<file path="src/sv/rfr_pkg.sv">
// shared types and constants for the reply frame receiver
`default_nettype none

package rfr_pkg;

  // frame bytes
  localparam logic [7:0] SYNC_BYTE = 8'hAA;
  localparam logic [7:0] TERM_BYTE = 8'h0D;
  localparam logic [8:0] FRAME_OVERHEAD = 9'd8;
  localparam logic [8:0] PAYLOAD_START = 9'd6;
  localparam logic [7:0] STATION_ADDRESS_RESET = 8'h01;

  // frame byte positions of the header
  localparam logic [8:0] POS_HUNT = 9'd0;
  localparam logic [8:0] POS_ADDRESS = 9'd1;
  localparam logic [8:0] POS_FUNCTION = 9'd2;
  localparam logic [8:0] POS_REG_LOW = 9'd3;
  localparam logic [8:0] POS_REG_HIGH = 9'd4;
  localparam logic [8:0] POS_LENGTH = 9'd5;

  // result event codes
  localparam logic [2:0] KIND_PAYLOAD = 3'd0;
  localparam logic [2:0] KIND_ACCEPTED = 3'd1;
  localparam logic [2:0] KIND_ADDR_MISMATCH = 3'd2;
  localparam logic [2:0] KIND_CHECKSUM_ERR = 3'd3;
  localparam logic [2:0] KIND_TERM_ERR = 3'd4;
  localparam logic [2:0] KIND_TIMEOUT = 3'd5;

  typedef struct packed {
    logic [7:0] rx_byte;
    logic       timeout_event;
  } rx_item_t;

  typedef struct packed {
    logic [2:0]  event_kind;
    logic [7:0]  data_byte;
    logic [7:0]  payload_index;
    logic [7:0]  function_code;
    logic [15:0] register_address;
    logic [7:0]  payload_length;
    logic [8:0]  frame_length;
  } result_item_t;

endpackage

`default_nettype wire

</file>
<file path="src/sv/rfr_tracker.sv">
// frame state tracker: position, checksum, held header, result decode
`default_nettype none

module rfr_tracker
  import rfr_pkg::*;
(
  input  wire logic         clk,
  input  wire logic         rst,
  input  wire logic         cfg_we,
  input  wire logic [7:0]   cfg_wdata,
  input  wire logic         accept,
  input  wire rx_item_t     item,
  output logic              res_valid,
  output result_item_t      res
);

  logic [7:0]  station_address;
  logic [8:0]  frame_position;
  logic [7:0]  running_sum;
  logic [7:0]  held_length;
  logic [7:0]  held_function;
  logic [15:0] held_register_address;

  logic [8:0]  frame_position_next;
  logic [7:0]  running_sum_next;
  logic [7:0]  held_length_next;
  logic [7:0]  held_function_next;
  logic [15:0] held_register_address_next;

  logic [8:0]  csum_pos;
  logic [7:0]  b;
  logic [7:0]  sum_plus_b;

  assign b = item.rx_byte;
  assign csum_pos = PAYLOAD_START + {1'b0, held_length};
  assign sum_plus_b = running_sum + b;

  // next state and result for the item at the input
  always_comb begin
    frame_position_next = frame_position;
    running_sum_next = running_sum;
    held_length_next = held_length;
    held_function_next = held_function;
    held_register_address_next = held_register_address;
    res_valid = 1'b0;
    res.event_kind = KIND_PAYLOAD;
    res.data_byte = 8'd0;
    res.payload_index = 8'd0;
    res.function_code = held_function;
    res.register_address = held_register_address;
    res.payload_length = held_length;
    res.frame_length = 9'd0;

    if (item.timeout_event) begin
      if (frame_position != POS_HUNT) begin
        frame_position_next = POS_HUNT;
        res_valid = 1'b1;
        res.event_kind = KIND_TIMEOUT;
      end
    end else if (frame_position == POS_HUNT) begin
      if (b == SYNC_BYTE) begin
        running_sum_next = SYNC_BYTE;
        held_length_next = 8'd0;
        held_function_next = 8'd0;
        held_register_address_next = 16'd0;
        frame_position_next = POS_ADDRESS;
      end
    end else if (frame_position == POS_ADDRESS) begin
      if (b != station_address) begin
        frame_position_next = POS_HUNT;
        res_valid = 1'b1;
        res.event_kind = KIND_ADDR_MISMATCH;
      end else begin
        running_sum_next = sum_plus_b;
        frame_position_next = POS_FUNCTION;
      end
    end else if (frame_position <= POS_LENGTH) begin
      // header bytes after the address
      if (frame_position == POS_FUNCTION) begin
        held_function_next = b;
      end else if (frame_position == POS_REG_LOW) begin
        held_register_address_next = {held_register_address[15:8], b};
      end else if (frame_position == POS_REG_HIGH) begin
        held_register_address_next = {b, held_register_address[7:0]};
      end else begin
        held_length_next = b;
      end
      running_sum_next = sum_plus_b;
      frame_position_next = frame_position + 9'd1;
    end else if (frame_position < csum_pos) begin
      // payload byte, streamed out tentatively
      running_sum_next = sum_plus_b;
      frame_position_next = frame_position + 9'd1;
      res_valid = 1'b1;
      res.event_kind = KIND_PAYLOAD;
      res.data_byte = b;
      res.payload_index = 8'(frame_position - PAYLOAD_START);
    end else if (frame_position == csum_pos) begin
      if (b != running_sum) begin
        frame_position_next = POS_HUNT;
        res_valid = 1'b1;
        res.event_kind = KIND_CHECKSUM_ERR;
      end else begin
        frame_position_next = frame_position + 9'd1;
      end
    end else begin
      // terminator byte ends the frame either way
      frame_position_next = POS_HUNT;
      res_valid = 1'b1;
      if (b != TERM_BYTE) begin
        res.event_kind = KIND_TERM_ERR;
      end else begin
        res.event_kind = KIND_ACCEPTED;
        res.frame_length = {1'b0, held_length} + FRAME_OVERHEAD;
      end
    end
  end

  // state registers; frame state is updated once per accepted item, the station address on cfg_we
  always_ff @(posedge clk) begin
    if (rst) begin
      station_address <= STATION_ADDRESS_RESET;
      frame_position <= POS_HUNT;
      running_sum <= 8'd0;
      held_length <= 8'd0;
      held_function <= 8'd0;
      held_register_address <= 16'd0;
    end else begin
      if (cfg_we) begin
        station_address <= cfg_wdata;
      end
      if (accept) begin
        frame_position <= frame_position_next;
        running_sum <= running_sum_next;
        held_length <= held_length_next;
        held_function <= held_function_next;
        held_register_address <= held_register_address_next;
      end
    end
  end

endmodule

`default_nettype wire

</file>
<file path="src/sv/rfr_out_reg.sv">
// result register stage with valid/ready handshake
`default_nettype none

module rfr_out_reg
  import rfr_pkg::*;
(
  input  wire logic          clk,
  input  wire logic          rst,
  input  wire logic          load,
  input  wire logic          res_valid,
  input  wire result_item_t  res,
  output logic               out_valid,
  input  wire logic          out_ready,
  output result_item_t       out_data,
  output logic               free
);

  // stage can take a new item when empty or being drained
  assign free = !out_valid || out_ready;

  // valid flag
  always_ff @(posedge clk) begin
    if (rst) begin
      out_valid <= 1'b0;
    end else if (free) begin
      out_valid <= load && res_valid;
    end
  end

  // payload register
  always_ff @(posedge clk) begin
    if (load && res_valid) begin
      out_data <= res;
    end
  end

endmodule

`default_nettype wire

</file>
<file path="src/sv/reply_frame_receiver.sv">
// top level of the reply frame receiver
// latency: a result appears in the cycle after its input item is accepted
// throughput: one item per cycle; the result register is the only stall point
// and input ready drops only while a result waits unread
// reset: synchronous; returns to sync hunting with cleared sums and header,
// station address back to 1, result register emptied
`default_nettype none

module reply_frame_receiver
  import rfr_pkg::*;
(
  input  wire logic          clk,
  input  wire logic          rst,
  input  wire logic          cfg_we,
  input  wire logic [7:0]    cfg_wdata,
  input  wire logic          in_valid,
  output logic               in_ready,
  input  wire rx_item_t      in_data,
  output logic               out_valid,
  input  wire logic          out_ready,
  output result_item_t       out_data
);

  logic         accept;
  logic         res_valid;
  result_item_t res;
  logic         free;

  assign in_ready = free;
  assign accept = in_valid && free;

  // frame tracking and result decode
  rfr_tracker u_tracker (
    .clk       (clk),
    .rst       (rst),
    .cfg_we    (cfg_we),
    .cfg_wdata (cfg_wdata),
    .accept    (accept),
    .item      (in_data),
    .res_valid (res_valid),
    .res       (res)
  );

  // result register
  rfr_out_reg u_out_reg (
    .clk       (clk),
    .rst       (rst),
    .load      (accept),
    .res_valid (res_valid),
    .res       (res),
    .out_valid (out_valid),
    .out_ready (out_ready),
    .out_data  (out_data),
    .free      (free)
  );

endmodule

`default_nettype wire
</file>
<file path="config.mk">
export PLATFORM = sky130hd
export DESIGN_NAME = reply_frame_receiver
export DESIGN_NICKNAME = d
export VERILOG_FILES = /design/src/sv/rfr_pkg.sv /design/src/sv/rfr_tracker.sv /design/src/sv/rfr_out_reg.sv /design/src/sv/reply_frame_receiver.sv
export SDC_FILE = /design/constraint.sdc
export NUM_CORES = 1
export LEC_CHECK = 0
export ABC_AREA = 1
export BUFFER_PORTS_ARGS = -buffer_cell sky130_fd_sc_hd__buf_2
export CORE_ASPECT_RATIO = 1.5
export CORE_UTILIZATION = 30
export DETAILED_ROUTE_END_ITERATION = 10
export PLACE_DENSITY_LB_ADDON = 0.2
export REMOVE_ABC_BUFFERS = 1
export SYNTH_ARGS = -nofsm -noshare
export SYNTH_HDL_FRONTEND = slang
export SYNTH_SLANG_ARGS = --single-unit
</file>
<file path="constraint.sdc">
create_clock -name clk -period 4.3 [get_ports clk]
set_clock_uncertainty 0.1 [all_clocks]
set_input_delay 0.43 -clock clk [delete_from_list [all_inputs] [get_ports clk]]
set_output_delay 0.43 -clock clk [all_outputs]
set_load 0.02 [all_outputs]
</file>
==> out/qor.txt <==
==================================================================================
Run status                                                            complete, no violations
Total negative slack                                                          0 ps
Setup slack after placement                                                1260 ps
Final worst path period share                                                0.719
Final cell utilization of the core                                           0.375
Port Buf Inserts                                                                83
Slowest cell on the critical path                                     sky130_fd_sc_hd__nand3b_1
Die boundary height                                                    174 microns
EDFF count, synth                                                               60
Leakage Power                                                              3.11 nW
Number of max-capacitance violations reported                                    0
Clock sink count                                                               118
Final standard cell area without fillers                              0.00722 sq mm
Maximum number of pins on one net before global-route repair                    32
Critical Path, Cell by Cell                                           inv_1 -> ha_1 -> nor3_1 -> xor2_1 -> ha_1 -> nand2_1 -> a21oi_1 -> nor2_1 -> nand3_1 -> nand3b_1 -> a21oi_1
Crit-path max FO                                                                16
Later-pin clock latency in the skew report                                  420 ps
Largest cells by area after synthesis                                 sky130_fd_sc_hd__edfxtp_1 (30%), sky130_fd_sc_hd__dfxtp_1 (20%), sky130_fd_sc_hd__nand2_1 (9.9%)
Clock buffers created by TritonCTS                                              17
DRT iter0 DRCs                                                                 225
Vias in the first global route                                                4746
Antenna violations before repair                                                 0
Slew headroom                                                                0.479
Portion of the post-synthesis area used by sequential elements               0.500
Worst min-delay path class                                                  in2reg
Library cells used by synthesis                                                 37
Area after DPL                                                        0.00660 sq mm
Synth top area share                                                         0.304
Dominant synthesized flop cell                                        sky130_fd_sc_hd__edfxtp_1
Antenna Nets Post-Route                                                          0
Slew at the pin closest to its max-slew limit                               779 ps
Total GRT Usage                                                              0.160
Cell Pwr Density                                                       562 mW/mm^2
Netlist area before placement                                         0.00593 sq mm
Last weighted congestion value of the routability-driven placer              0.850
Hold_buf cts                                                                     0
Clock tree root driver cell                                           sky130_fd_sc_hd__clkbuf_16
Final instance count without filler cells                                     1075
Post-Synthesis Cells                                                           714
Buffering stage count on the worst path with inverters included                  1
Global-route wire length before repair                                24300 microns
CP Data Arrival Time                                                       3230 ps
Total congestion overflow                                                        0
Total power draw                                                           4.05 mW
Async S/R FF share, synth                                                        0
Post-CTS Resized                                                                 0
Yosys warns                                                                      0
Max Buffers Root-to-Sink                                                         2
TritonCTS clock tree                                                           yes
Die Wd                                                                 117 microns
Family of cells with the greatest summed delay on the critical path   simple AND/OR/NAND/NOR gates
Pins over their slew limit                                                       0
Syn-to-layout area delta                                                     21.8%
Detailed Route WL                                                     15300 microns
Total of flip-flops plus latches after synthesis                               118
DRT Pass-1 Iters                                                                 4
Maximum ir drop on the vdd rail                                             197 uV
Mean routed wirelength per cell                                       14.2 microns
Total core area                                                       0.0192 sq mm
Via density                                                                   4.52
Highest achievable clock rate                                              323 MHz
Worst Hold Slack                                                            117 ps
Die footprint                                                         0.0203 sq mm
Net count, final                                                               853
Crit Path Category                                                         reg2reg
Final antenna diode count                                                        0
Final min period                                                           3090 ps
Initial Utilization                                                          0.308
Count of final hold-check violations                                             0
DRC violation count after routing                                                0
I/O pin cnt                                                                     84
Clk slew on worst S/H paths                                                  60 ps
Critical path data required time                                           4440 ps
Detail Placement HPWL                                                 11500 microns
Synthesized area divided by synthesized cell count                      8.30 sq um
Ratio of cells with drive above 1 in the final layout                        0.178
Worst setup SP type                                                      flip-flop
Setup repair bufs after CTS                                                      0
Total via count in the routed design                                          4864
Cell accounting for the most synthesized area                         sky130_fd_sc_hd__edfxtp_1
Number of cell rows                                                             62
H-tree Lvls                                                                      4
Type of destination of the critical path                                 flip-flop
PnR worst setup slack                                                      1210 ps
Setup repair after global routing missed its margin                          false
Number of instances in the placed design                                      1043
Crit path largest cell delay                                                670 ps
Count of final setup violators                                                   0
==================================================================================
==> power by group <==
group	switching (mW)	internal, mW
combinational	0.698	0.333
clock	0.518	0.961
sequential	0.121	1.42
==> worst min-delay path, delay by kind of cell <==
| kind | cells | cell delay (ps) |
|---|---|---|
| simple gates | 2 | 100 |
| buf+inv | 1 | 70 |
==> cells in the final DEF, fill, tap and decap left out, types with 6 or more instances in the layout <==
cell	n
sky130_fd_sc_hd__nor2_1	150
sky130_fd_sc_hd__inv_2	6
sky130_fd_sc_hd__edfxtp_1	60
sky130_fd_sc_hd__ha_1	24
sky130_fd_sc_hd__nand4_1	11
sky130_fd_sc_hd__nand2_1	156
sky130_fd_sc_hd__inv_1	68
sky130_fd_sc_hd__nand3_1	46
sky130_fd_sc_hd__xor2_1	13
sky130_fd_sc_hd__clkbuf_16	18
sky130_fd_sc_hd__xnor2_1	12
sky130_fd_sc_hd__nor2_4	6
sky130_fd_sc_hd__nand2_2	6
sky130_fd_sc_hd__o21ai_0	21
sky130_fd_sc_hd__a21oi_1	25
sky130_fd_sc_hd__nor3_1	12
sky130_fd_sc_hd__dfxtp_1	58
sky130_fd_sc_hd__buf_2	83
==> cells by family after synthesis <==
| logic type | Yosys count | share of synthesized area |
|---|---|---|
| flops | 118 | 0.500 |
| buf+inv | 87 | 0.0614 |
| simple gates | 398 | 0.291 |
| fa+ha+maj | 25 | 0.0541 |
| xor+xnor | 25 | 0.0370 |
| compound gates | 61 | 0.0564 |
==> synth_stat cells (11+ instances only) <==
| cell | count |
|---|---|
| sky130_fd_sc_hd__nand2_1 | 156 |
| sky130_fd_sc_hd__xnor2_1 | 12 |
| sky130_fd_sc_hd__inv_1 | 69 |
| sky130_fd_sc_hd__ha_1 | 24 |
| sky130_fd_sc_hd__o21ai_0 | 21 |
| sky130_fd_sc_hd__a21oi_1 | 25 |
| sky130_fd_sc_hd__nand3_1 | 46 |
| sky130_fd_sc_hd__nor3_1 | 12 |
| sky130_fd_sc_hd__nand4_1 | 11 |
| sky130_fd_sc_hd__xor2_1 | 13 |
| sky130_fd_sc_hd__nor2_1 | 150 |
| sky130_fd_sc_hd__dfxtp_1 | 58 |
| sky130_fd_sc_hd__edfxtp_1 | 60 |
==> registers in the layout, summed over array words and instances, names as in the netlist <==
register	flops
u_tracker.held_register_address	16
u_tracker.frame_position	9
u_tracker.held_function	8
u_tracker.running_sum	8
u_tracker.station_address	8
u_out_reg.out_valid	1
u_out_reg.out_data	60
u_tracker.held_length	8
==> final timing paths <==
kind / from / to / slack, ps / depth (start not counted)
hold reg to reg: u_tracker.held_register_address[0] / u_out_reg.out_data[17] / 330 / 0
setup reg to reg: u_tracker.held_length[1] / u_out_reg.out_data[48] / 1210 / 11
hold / removal: cfg_wdata[0] / u_tracker.station_address[0] / 120 / 3
setup / recovery: u_tracker.held_length[1] / u_out_reg.out_data[48] / 1210 / 11
==> final cells by class <==
type,instances,area [sq um]
clock buffer,21,472
multi-input combinational,509,2600
sequential,118,2960
fill,2095,12000
timing repair buffer,86,438
tap,256,320
inverter,74,278
clock inverter,11,148
==> layer usage <==
| layer | vias up | GRT usage | part of all wire |
|---|---|---|---|
| met4 | 0 | 0.0723 | 0.025 |
| li1 | 2497 | - | - |
| met2 | 115 | 0.286 | 0.53 |
| met1 | 2220 | 0.176 | 0.41 |
| met5 | - | 0 | 0 |
| met3 | 32 | 0.0335 | 0.042 |
Power figures use the tool's default switching activity.
